[src/rtl/core/wlc_pkg.sv]
// ----------------------------------------------------------------------------
// wlc_pkg
// Shared types and constants for the word lexer / classifier.
// ----------------------------------------------------------------------------
package wlc_pkg;

  localparam int MaxWordLenDef = 255;

  // token queue between front and back
  localparam int QDepth  = 4;
  localparam int QPtrW   = $clog2(QDepth);
  localparam int QLevelW = $clog2(QDepth + 1);

  // token classes
  localparam logic [3:0] ClEquals  = 4'd0;
  localparam logic [3:0] ClBrkOpen = 4'd1;
  localparam logic [3:0] ClBrkClos = 4'd2;
  localparam logic [3:0] ClBrcOpen = 4'd3;
  localparam logic [3:0] ClBrcClos = 4'd4;
  localparam logic [3:0] ClSemi    = 4'd5;
  localparam logic [3:0] ClOper    = 4'd6;
  localparam logic [3:0] ClIdent   = 4'd7;
  localparam logic [3:0] ClLong    = 4'd8;
  localparam logic [3:0] ClFloat   = 4'd9;
  localparam logic [3:0] ClInt     = 4'd10;
  localparam logic [3:0] ClInvalid = 4'd11;

  typedef struct packed {
    logic [3:0] cls;
    logic [7:0] len;
    logic       last;
  } token_t;

  // up to two tokens pushed per beat; t0 always comes first
  typedef struct packed {
    logic   v0;
    logic   v1;
    token_t t0;
    token_t t1;
  } push_t;

  typedef struct packed {
    logic [QLevelW-1:0] level;
    logic               empty;
    logic               room;   // space for two more tokens
  } qstat_t;

endpackage

[src/rtl/core/wlc_front.sv]
// ----------------------------------------------------------------------------
// wlc_front
// Accepts one character a beat, runs the word automaton and pushes tokens.
// ----------------------------------------------------------------------------
module wlc_front #(
  parameter int MAX_WORD_LEN = wlc_pkg::MaxWordLenDef
) (
  input  logic            clk_i,
  input  logic            rst_ni,
  input  logic            in_valid_i,
  output logic            in_ready_o,
  input  logic [7:0]      char_i,
  input  logic            has_char_i,
  input  logic            eol_i,
  input  wlc_pkg::qstat_t qstat_i,
  output wlc_pkg::push_t  push_o
);
  import wlc_pkg::*;

  localparam logic [7:0] LenCap = (MAX_WORD_LEN > 255) ? 8'd255 : 8'(MAX_WORD_LEN);

  // automaton states
  localparam logic [3:0] StEmpty = 4'd0;
  localparam logic [3:0] StEq    = 4'd1;
  localparam logic [3:0] StOp1   = 4'd2;
  localparam logic [3:0] StOp2   = 4'd3;
  localparam logic [3:0] StIdent = 4'd4;
  localparam logic [3:0] StInt   = 4'd5;
  localparam logic [3:0] StDot   = 4'd6;
  localparam logic [3:0] StFrac  = 4'd7;
  localparam logic [3:0] StLong  = 4'd8;
  localparam logic [3:0] StBad   = 4'd9;

  function automatic logic is_digit(logic [7:0] c);
    return (c >= 8'h30) && (c <= 8'h39);
  endfunction

  function automatic logic is_letter(logic [7:0] c);
    return ((c >= 8'h41) && (c <= 8'h5a)) || ((c >= 8'h61) && (c <= 8'h7a));
  endfunction

  function automatic logic is_opchar(logic [7:0] c);
    return (c == 8'h2f) || (c == 8'h2b) || (c == 8'h2d) || (c == 8'h2a);
  endfunction

  function automatic logic [3:0] next_state(logic [3:0] s, logic [7:0] c);
    logic [3:0] n;
    n = StBad;
    case (s)
      StEmpty: begin
        if (c == 8'h3d)        n = StEq;
        else if (is_opchar(c)) n = StOp1;
        else if (is_letter(c)) n = StIdent;
        else if (is_digit(c))  n = StInt;
      end
      StOp1:   n = (c == 8'h3d) ? StOp2 : StBad;
      StIdent: n = (is_letter(c) || is_digit(c)) ? StIdent : StBad;
      StInt: begin
        if (is_digit(c))       n = StInt;
        else if (c == 8'h2e)   n = StDot;
      end
      StDot:   n = is_digit(c) ? StFrac : StBad;
      StFrac: begin
        if (is_digit(c))       n = StFrac;
        else if (c == 8'h4c)   n = StLong;
      end
      default: n = StBad;
    endcase
    return n;
  endfunction

  function automatic logic [3:0] final_class(logic [3:0] s);
    logic [3:0] k;
    case (s)
      StEq:         k = ClEquals;
      StOp1, StOp2: k = ClOper;
      StIdent:      k = ClIdent;
      StInt:        k = ClInt;
      StFrac:       k = ClFloat;
      StLong:       k = ClLong;
      default:      k = ClInvalid;
    endcase
    return k;
  endfunction

  logic [3:0] state_q, state_d, st_mid;
  logic [7:0] len_q, len_d, len_mid;
  logic       is_single, is_space, normal, flush, word_v, take;
  logic [3:0] single_cls;

  assign in_ready_o = qstat_i.room;
  assign take       = in_valid_i && in_ready_o;

  always_comb begin
    is_single  = 1'b1;
    single_cls = ClInvalid;
    case (char_i)
      8'h5b:   single_cls = ClBrkOpen;
      8'h5d:   single_cls = ClBrkClos;
      8'h7b:   single_cls = ClBrcOpen;
      8'h7d:   single_cls = ClBrcClos;
      8'h3b:   single_cls = ClSemi;
      8'h2c:   single_cls = ClInvalid;
      default: is_single  = 1'b0;
    endcase
  end

  assign is_space = (char_i == 8'h20);
  assign normal   = has_char_i && !is_single && !is_space;
  assign st_mid   = normal ? next_state(state_q, char_i) : state_q;
  assign len_mid  = (normal && (len_q < LenCap)) ? len_q + 8'd1 : len_q;
  assign flush    = (has_char_i && (is_single || is_space)) || eol_i;
  assign word_v   = flush && (st_mid != StEmpty);
  assign state_d  = flush ? StEmpty : st_mid;
  assign len_d    = flush ? 8'd0 : len_mid;

  always_comb begin
    push_o.v0      = take && (word_v || (has_char_i && is_single));
    push_o.v1      = take && word_v && has_char_i && is_single;
    push_o.t1.cls  = single_cls;
    push_o.t1.len  = 8'd1;
    push_o.t1.last = 1'b1;
    if (word_v) begin
      push_o.t0.cls  = final_class(st_mid);
      push_o.t0.len  = len_mid;
      push_o.t0.last = !(has_char_i && is_single);
    end else begin
      push_o.t0 = push_o.t1;
    end
  end

  always_ff @(posedge clk_i or negedge rst_ni) begin
    if (!rst_ni) begin
      state_q <= StEmpty;
      len_q   <= 8'd0;
    end else if (take) begin
      state_q <= state_d;
      len_q   <= len_d;
    end
  end

endmodule

[src/rtl/core/wlc_queue.sv]
// ----------------------------------------------------------------------------
// wlc_queue
// Small token queue: two writes and one read per cycle.
// ----------------------------------------------------------------------------
module wlc_queue (
  input  logic            clk_i,
  input  logic            rst_ni,
  input  wlc_pkg::push_t  push_i,
  input  logic            pop_i,
  output wlc_pkg::token_t head_o,
  output wlc_pkg::qstat_t qstat_o
);
  import wlc_pkg::*;

  token_t             mem_q [QDepth];
  logic [QPtrW-1:0]   wr_q, rd_q, wr_nx;
  logic [QLevelW-1:0] level_q, level_d;

  assign wr_nx   = wr_q + QPtrW'(1);
  assign head_o  = mem_q[rd_q];
  assign level_d = level_q + QLevelW'(push_i.v0) + QLevelW'(push_i.v1) - QLevelW'(pop_i);

  assign qstat_o.level = level_q;
  assign qstat_o.empty = (level_q == '0);
  assign qstat_o.room  = (level_q <= QLevelW'(QDepth - 2));

  always_ff @(posedge clk_i) begin
    if (push_i.v0) mem_q[wr_q]  <= push_i.t0;
    if (push_i.v1) mem_q[wr_nx] <= push_i.t1;
  end

  always_ff @(posedge clk_i or negedge rst_ni) begin
    if (!rst_ni) begin
      wr_q    <= '0;
      rd_q    <= '0;
      level_q <= '0;
    end else begin
      wr_q    <= wr_q + QPtrW'(push_i.v0) + QPtrW'(push_i.v1);
      if (pop_i) rd_q <= rd_q + QPtrW'(1);
      level_q <= level_d;
    end
  end

endmodule

[src/rtl/core/wlc_out.sv]
// ----------------------------------------------------------------------------
// wlc_out
// Output register: takes tokens off the queue and presents them downstream.
// ----------------------------------------------------------------------------
module wlc_out (
  input  logic            clk_i,
  input  logic            rst_ni,
  input  wlc_pkg::token_t head_i,
  input  wlc_pkg::qstat_t qstat_i,
  output logic            pop_o,
  output logic            out_valid_o,
  input  logic            out_ready_i,
  output wlc_pkg::token_t out_tok_o
);
  import wlc_pkg::*;

  logic   valid_q;
  token_t tok_q;

  assign pop_o       = !qstat_i.empty && (!valid_q || out_ready_i);
  assign out_valid_o = valid_q;
  assign out_tok_o   = tok_q;

  always_ff @(posedge clk_i or negedge rst_ni) begin
    if (!rst_ni) begin
      valid_q <= 1'b0;
    end else if (!valid_q || out_ready_i) begin
      valid_q <= !qstat_i.empty;
    end
  end

  always_ff @(posedge clk_i) begin
    if (pop_o) tok_q <= head_i;
  end

endmodule

[src/rtl/core/word_lexer_classifier_top.sv]
// ----------------------------------------------------------------------------
// word_lexer_classifier_top
// Line lexer: splits characters into words and one-character tokens and
// classifies each word.
// ----------------------------------------------------------------------------
// Usage
//   Slave side: one character per beat. tdata carries the byte, tuser says
//   whether the byte is present (0 = bare end marker), tlast ends the line
//   and flushes any open word.
//   Master side: one token per beat, class and saturated length in tdata,
//   tlast set on the final token caused by a given input beat. Beats that
//   only extend a word give no token.
//   Throughput: one character per cycle while the queue has room. A beat
//   that emits two tokens (word ended by a bracket, brace, semicolon or
//   comma) pushes both at once into the four-entry queue, so the sustained
//   rate is one input beat per cycle while tokens average at most one per beat.
//   Path: a token is written into the queue, then loaded into the output
//   register before it appears on the master side.
//   Reset: asynchronous, clears the automaton, queue pointers and level, and output valid.
//   Downstream stall: the output register holds; the queue fills and
//   s_axis_tready drops once fewer than two slots are free. tready depends
//   only on registered queue level, never on m_axis_tready.
// ----------------------------------------------------------------------------
module word_lexer_classifier_top #(
  parameter int MAX_WORD_LEN = wlc_pkg::MaxWordLenDef
) (
  input  logic        clk_i,
  input  logic        rst_ni,
  input  logic        s_axis_tvalid,
  output logic        s_axis_tready,
  input  logic [7:0]  s_axis_tdata,   // [7:0] char_code
  input  logic        s_axis_tuser,   // [0] has_char
  input  logic        s_axis_tlast,   // end_of_line
  output logic        m_axis_tvalid,
  input  logic        m_axis_tready,
  output logic [15:0] m_axis_tdata,   // [3:0] token_class, [11:4] token_length, rest 0
  output logic        m_axis_tlast    // last_of_run
);
  import wlc_pkg::*;

  push_t  push;
  qstat_t qstat;
  token_t head, out_tok;
  logic   pop;

  // front: automaton and token generation
  wlc_front #(
    .MAX_WORD_LEN (MAX_WORD_LEN)
  ) u_front (
    .clk_i      (clk_i),
    .rst_ni     (rst_ni),
    .in_valid_i (s_axis_tvalid),
    .in_ready_o (s_axis_tready),
    .char_i     (s_axis_tdata),
    .has_char_i (s_axis_tuser),
    .eol_i      (s_axis_tlast),
    .qstat_i    (qstat),
    .push_o     (push)
  );

  // decoupling queue
  wlc_queue u_queue (
    .clk_i   (clk_i),
    .rst_ni  (rst_ni),
    .push_i  (push),
    .pop_i   (pop),
    .head_o  (head),
    .qstat_o (qstat)
  );

  // back: output register
  wlc_out u_out (
    .clk_i       (clk_i),
    .rst_ni      (rst_ni),
    .head_i      (head),
    .qstat_i     (qstat),
    .pop_o       (pop),
    .out_valid_o (m_axis_tvalid),
    .out_ready_i (m_axis_tready),
    .out_tok_o   (out_tok)
  );

  assign m_axis_tdata = {4'd0, out_tok.len, out_tok.cls};
  assign m_axis_tlast = out_tok.last;

  // queue never overfills
  a_level_bound : assert property (@(posedge clk_i) disable iff (!rst_ni)
    qstat.level <= QLevelW'(QDepth))
    else $error("token queue overflow");

  // a second token only ever follows a first one
  a_push_order : assert property (@(posedge clk_i) disable iff (!rst_ni)
    push.v1 |-> push.v0)
    else $error("second token pushed without first");

  // a beat with neither a character nor end of line produces nothing
  a_idle_beat : assert property (@(posedge clk_i) disable iff (!rst_ni)
    (s_axis_tvalid && s_axis_tready && !s_axis_tuser && !s_axis_tlast) |-> !push.v0)
    else $error("token from empty beat");

  // nothing is popped from an empty queue
  a_no_underflow : assert property (@(posedge clk_i) disable iff (!rst_ni)
    pop |-> !qstat.empty)
    else $error("pop from empty queue");

endmodule
[config.mk]
export PLATFORM = sky130hd
export DESIGN_NAME = word_lexer_classifier_top
export DESIGN_NICKNAME = d
export VERILOG_FILES = /design/src/rtl/core/wlc_pkg.sv /design/src/rtl/core/wlc_front.sv /design/src/rtl/core/wlc_queue.sv /design/src/rtl/core/wlc_out.sv /design/src/rtl/core/word_lexer_classifier_top.sv
export SDC_FILE = /design/constraint.sdc
export NUM_CORES = 1
export LEC_CHECK = 0
export BUFFER_PORTS_ARGS = -buffer_cell sky130_fd_sc_hd__buf_2
export CAP_MARGIN = 5
export CELL_PAD_IN_SITES_DETAIL_PLACEMENT = 1
export CELL_PAD_IN_SITES_GLOBAL_PLACEMENT = 1
export CORE_ASPECT_RATIO = 0.6
export CORE_MARGIN = 5
export CORE_UTILIZATION = 45
export DETAILED_ROUTE_END_ITERATION = 8
export PLACE_DENSITY_LB_ADDON = 0.1
export SLEW_MARGIN = 20
export SYNTH_ARGS = -nofsm -noshare
export SYNTH_HDL_FRONTEND = slang
export SYNTH_HIERARCHICAL = 1
export SYNTH_SLANG_ARGS = --single-unit
[constraint.sdc]
create_clock -name clk_i -period 11 [get_ports clk_i]
set_input_delay 0 -clock clk_i [delete_from_list [all_inputs] [get_ports clk_i]]
set_output_delay 0 -clock clk_i [all_outputs]
set_load 0.02 [all_outputs]
# [Word-level counts from Yosys, hierarchy flattened]
# Memory sizes are Yosys's and may differ from the RTL's. A register that Yosys moved wholly into a read port is not among the register bits.
# Index checks and enable logic that the tools add are counted.
[word_totals] ramBits=52 ff_bits=20 mem_count=1 word_cells=107 input_bits=14
[op_classes] eq_ne=26 n_lt_le_gt_ge=8 n_reduce_logical=34 add_sub_neg=8 mux=24
[mem_list] name="u_queue.mem_q" depth=4 width=13 rd=1 rd_clocked_by_memory_dff=1 write_ports=2 line_no="wlc_queue.sv:15" rtl="token_t mem_q [QDepth];"
[op_table] op="$eq 8x6->1 const B" count=9
[op_table] op="$mux 4" count=12
[op_table] op="$pmux 4 s6" count=2
[op_table] op="$eq 8x7->1 const B" count=5
[op_table] op="$eq 4x3->1 const B" count=7
[op_table] op="$pmux 4 s5" count=1
[op_table] op="$ge 8x7->1 const B" count=2
[op_table] op="$le 8x7->1 const B" count=2
[op_table] op="$mux 8" count=2
[op_table] op="$logic_and 1x1->1" count=15
[op_table] op="$mux 13" count=1
[op_table] op="$eq 4x2->1 const B" count=3
[op_table] op="$logic_or 1x1->1" count=9
[op_table] op="$add 8x1->8 const B" count=1
[op_table] op="$ge 8x6->1 const B" count=1
[op_table] op="$le 8x6->1 const B" count=1
[op_table] op="$lt 8x8->1 const B" count=1
[op_table] op="$add 3x1->3" count=2
[op_table] op="$mux 1" count=6
[op_table] op="$reduce_or 6->1" count=1
[op_table] op="$logic_not 1->1" count=5
[op_table] op="$add 2x1->2" count=2
[op_table] op="$add 2x1->2 const B" count=2
[op_table] op="$eq 4x1->1 const B" count=1
[op_table] op="other kinds (7)" count=7

# [Logic depth before layout (Yosys ltp)]
[logic_depth] depth_word=15 depth_mapped=15

# [Hierarchy]
# The synthesis kept the hierarchy.
[modules_own_cells] module="wlc_queue" instances=1 area_per_inst_um2=2940.3 cells_per_inst=160
[modules_own_cells] module="wlc_front" instances=1 area_per_inst_um2=1516.5 cells_per_inst=206
[modules_own_cells] module="wlc_out" instances=1 area_per_inst_um2=440.4 cells_per_inst=18
[modules_own_cells] module="word_lexer_classifier_top" instances=1 area_per_inst_um2=33.8 cells_per_inst=5

# [Least setup slack after synthesis]
# Ideal clock, no wire load.
[synth_timing] kind="register to register" startpoint="register u_front.state_q[0]" endpoint="memory u_queue/mem_q[3][0] (netlist name) (enable)" path_slack_ns=6.970 n_path_buf=2 required_time_ns=10.616 path_stages_with_launch=12 setup_time_ns=0.384 period_less_slack_ns=4.030 arrival_time_ns=3.646 path_cell_list="dfrtp_1 clkbuf_1 nor3_1 nand4_1 a2111oi_0 or4_1 a2bb2oi_2 o31ai_2 buf_4 nor3_1 mux2i_1 nor2b_1"
[synth_lines] item="from (decl)" line_no="wlc_front.sv:86" rtl="logic [3:0] state_q, state_d, st_mid;"
[synth_lines] item="from (signal assigned)" line_no="wlc_front.sv:134" rtl="state_q <= StEmpty;"
[synth_lines] item="from (signal assigned)" line_no="wlc_front.sv:137" rtl="state_q <= state_d;"
[synth_lines] item="to (decl)" line_no="wlc_queue.sv:15"

==> summary.txt <==
Flow run
  • Max-cap violations: 0

Clocking
  • # resized after CTS: 0
  • TritonCTS Buffers: 9
  • Clock transition at path regs: 0.06 ns
  • CTS H-tree depth: 3
  • Worst-skew pair later-pin latency: 0.33 ns
  • Clk root buf: clkbuf_16
  • CTS tree: done
  • CTS sink count: 85
  • Clk buf depth: 2

Critical path
  • Worst Path Max Fanout: 11
  • Worst Setup Start Kind: flop
  • Critical Path Sink Type: flop
  • CP max stage delay: 0.77 ns
  • CP bufs+invs: 2
  • Critical Path, Cell by Cell: and4b_1 > nand3_1 > o22ai_1 > or4_1 > a2bb2oi_2 > o31ai_2 > a21oi_1 > inv_1 > ha_1 > inv_1 > fa_1 > fa_1 > xnor2_1
  • CP max stage cell: o31ai_2
  • Setup CP Type: reg -> reg
  • Worst R2R Path Depth: 13
  • Crit path DAT: 4.37 ns
  • CP top delay family: compound AO/OA/AOI/OAI gates
  • Worst EP required: 11.21 ns
  • Critical path depth: 13

Timing
  • Max-slew violations: 0
  • Crit path time final: 4.16 ns
  • Final setup fails: 0
  • Setup tns final: 0 ns
  • Period utilization: 37.8%
  • Worst slew pin tran: 1.07 ns
  • Unrepaired setup endpoints after global routing: no
  • Fin. Hold Viols: 0
  • Slew headroom: 28.6%
  • Fmax: 0.240 GHz
  • Layout Skew: 0.00597 ns

Yosys
  • Synth cell types: 62
  • Post-synth EDFFs: 65
  • Post-synth ARST share: 23.5%
  • Synth Register Bits: 85
  • Ys Warns: 6
  • Top FF cell, synth: edfxtp_1
  • Cell Area, Synth: 4930 sq um
  • Post-Syn Instances: 389
  • Sequential fraction of the synthesis area: 49.7%
  • Syn_area_per_cell: 12.7 sq um

Power
  • Maximum VDD drop: 0.000104 V
  • Total power: 1.19 mW
  • LEAKAGE: 2.02 nW
  • Pwr/cell area: 219 nW/um^2

Route
  • Via density: 5.78
  • Post-route ant nets: 0
  • Drt drc: 0
  • Pre-antenna DRT Iters: 4
  • DR WL/cell: 21.3 microns
  • Drt total wl: 11.8 mm
  • DR iter-0 viols: 221
  • Vias: 3203

Global route
  • Largest net degree at the start of global routing: 21
  • Global-route wire length before repair: 19.0 mm
  • Vias in the first global route: 3336
  • Total global-route track usage: 18.1%
  • Initial antenna violation count: 0
  • Aggregate global routing overflow: 0

Cells and area
  • Fillcell total: 1108
  • Layout Nets: 431
  • Layout area overhead: 10.1%
  • Layout cells sized above 1: 30.8%
  • # diodes: 0

Worst hold path
  • Worst hold path class: in -> async

Floorplan
  • # IOs: 33
  • Die Y: 91.1 microns
  • # rows: 29
  • Chip Width: 145 microns
  • Die area: 13200 sq um
  • Core Region: 10600 sq um
  • Initial Utilization: 46.4%

Place
  • HPWL Detailed: 8.59 mm
  • GP Congestion: 0.789
  • PortBufs: 28

Status
  • Status: completed
-- repair_timing --
| action | 4_1_cts | 5_1_grt |
|---|---|---|
| endpoints found under the hold margin | 21 | 0 |
| setup buffers | 0 | 0 |
| hold buffers | 2 | 0 |
| setup endpoints to repair | 0 | 0 |
-- sequential cells by signal, summed over array words and instances (netlist names) --
name / flops
u_queue/rd_q: 2
u_queue/level_q: 3
u_front/len_q: 8
u_out/out_valid_o: 1
u_out/out_tok_o: 13
u_queue/wr_q: 2
u_queue/mem_q: 52
u_front/state_q: 4
-- path summary, 6_finish.rpt --
check / from / end / slack (ns)
worst max-delay path: u_front/state_q[1] / u_queue/level_q[2] / 6.84
worst min-delay path: rst_ni / u_front/len_q[6] / 0.18
worst max register to register: u_front/state_q[1] / u_queue/level_q[2] / 6.84
worst min register to register: u_queue/level_q[2] / u_out/out_valid_o / 0.55
max in group asynchronous: rst_ni / u_queue/level_q[0] / 10.47
min in group clk_i: s_axis_tvalid / u_front/len_q[7] / 0.19
-- final cells by class --
class	instances	area (sq um)	area share, %
clock inverters	6	87.6	1.61
clock buffers	9	225	4.15
repair buffers	34	190	3.50
inverters	14	52.6	0.968
multi-input cells	267	2250	41.4
well taps	139	174	3.20
flip-flops and latches	85	2450	45.2
-- worst reg2reg max path, delay by kind of cell (launching register included) --
family                   cells  cell delay (ns)
XOR/XNOR                     1             0.15
AND/OR/NAND/NOR              3             0.91
buffers and inverters        2             0.23
AO/OA/AOI/OAI                4             1.40
adder cells (fa/ha/maj)      3             0.95
flip-flops                   1             0.43
-- cells in the final DEF (no fill, tap or decap), types with 3 or more instances in the layout --
master     Yosys  final
ha_1           3      3
a22o_1         4      4
nand3_1       13     13
o22ai_1        4      4
clkbuf_16      0      9
xor2_1         5      5
and4b_1        3      3
nand4_1        5      5
edfxtp_1      65     65
mux4_2        13     13
o21ai_0       20     20
buf_4         18      4
buf_2          5     28
nand3b_1       7      7
xnor2_1        9      9
nor2_1        20     20
nor3_1         5      5
nand2b_1       4      4
o31ai_1        4      3
o21a_1         3      3
fa_1           3      3
inv_1         14     14
mux2_2        53     53
dfrtp_1       20     20
a21oi_1       11     11
conb_1         3     13
nand2_1       20     20
-- report_power, final --
part / switching, mW / leakage [nW] / internal [mW] / total, mW
Clock: 0.124 / 0.146 / 0.198 / 0.321
Sequential: 0.0732 / 0.852 / 0.424 / 0.497
Combinational: 0.202 / 1.02 / 0.168 / 0.370
-- metrics by stage --
stage	setup slack [ns]	hold slack [ns]	instance area, sq um	cells	util, %
after floorplan	6.97	-0.296	4970	399	-
after global placement	7.06	0.00693	5100	537	47.9
after detailed placement	6.87	0.00244	5100	537	47.9
after CTS	6.87	0.184	5430	554	51.1
after global routing	6.60	0.217	5430	554	51.1
final	6.84	0.175	5430	554	51.1
-- synthesized netlist by cell type (all sizes together), types with 2 or more instances --
| cell type | n | area (sq um) |
|---|---|---|
| a21o | 2 | 15.0 |
| a21oi | 13 | 80.1 |
| a22o | 4 | 35.0 |
| a31oi | 2 | 12.5 |
| a32o | 2 | 20.0 |
| and3 | 2 | 12.5 |
| and4b | 3 | 30.0 |
| buf | 27 | 198 |
| clkbuf | 6 | 22.5 |
| conb | 3 | 11.3 |
| dfrtp | 20 | 500 |
| edfxtp | 65 | 1950 |
| fa | 3 | 60.1 |
| ha | 3 | 37.5 |
| inv | 14 | 52.6 |
| mux2 | 53 | 597 |
| mux2i | 2 | 20.0 |
| mux4 | 13 | 293 |
| nand2 | 20 | 75.1 |
| nand2b | 4 | 25.0 |
| nand3 | 14 | 82.6 |
| nand3b | 8 | 72.6 |
| nand4 | 5 | 31.3 |
| nand4b | 2 | 17.5 |
| nor2 | 20 | 75.1 |
| nor2b | 2 | 12.5 |
| nor3 | 7 | 45.0 |
| nor3b | 4 | 57.6 |
| o2111ai | 2 | 17.5 |
| o211ai | 3 | 32.5 |
| o21a | 4 | 31.3 |
| o21ai | 23 | 119 |
| o22ai | 4 | 25.0 |
| o31ai | 5 | 42.5 |
| xnor2 | 9 | 78.8 |
| xor2 | 5 | 43.8 |
-- cell families after synthesis --
group,Yosys count,share of synthesized area (%)
DFF,85,49.7
other,3,0.228
and+or+nand+nor,94,11.3
xor gates and xnor gates,14,2.49
AOI/OAI and AO/OA,72,10.3
muxes,68,18.4
adders and majority gates,6,1.98
buffers and inverters,47,5.53
-- routing by layer --
| layer | vias to the layer above | global-route usage [%] | wire length, microns |
|---|---|---|---|
| met4 | 0 | 3.96 | 92 |
| li1 | 1507 | - | - |
| met3 | 7 | 3.68 | 471 |
| met2 | 59 | 26.9 | 5250 |
| met1 | 1630 | 27.4 | 6000 |
| met5 | - | 0 | 0 |
No activity file was read; power rests on OpenSTA's default activity.
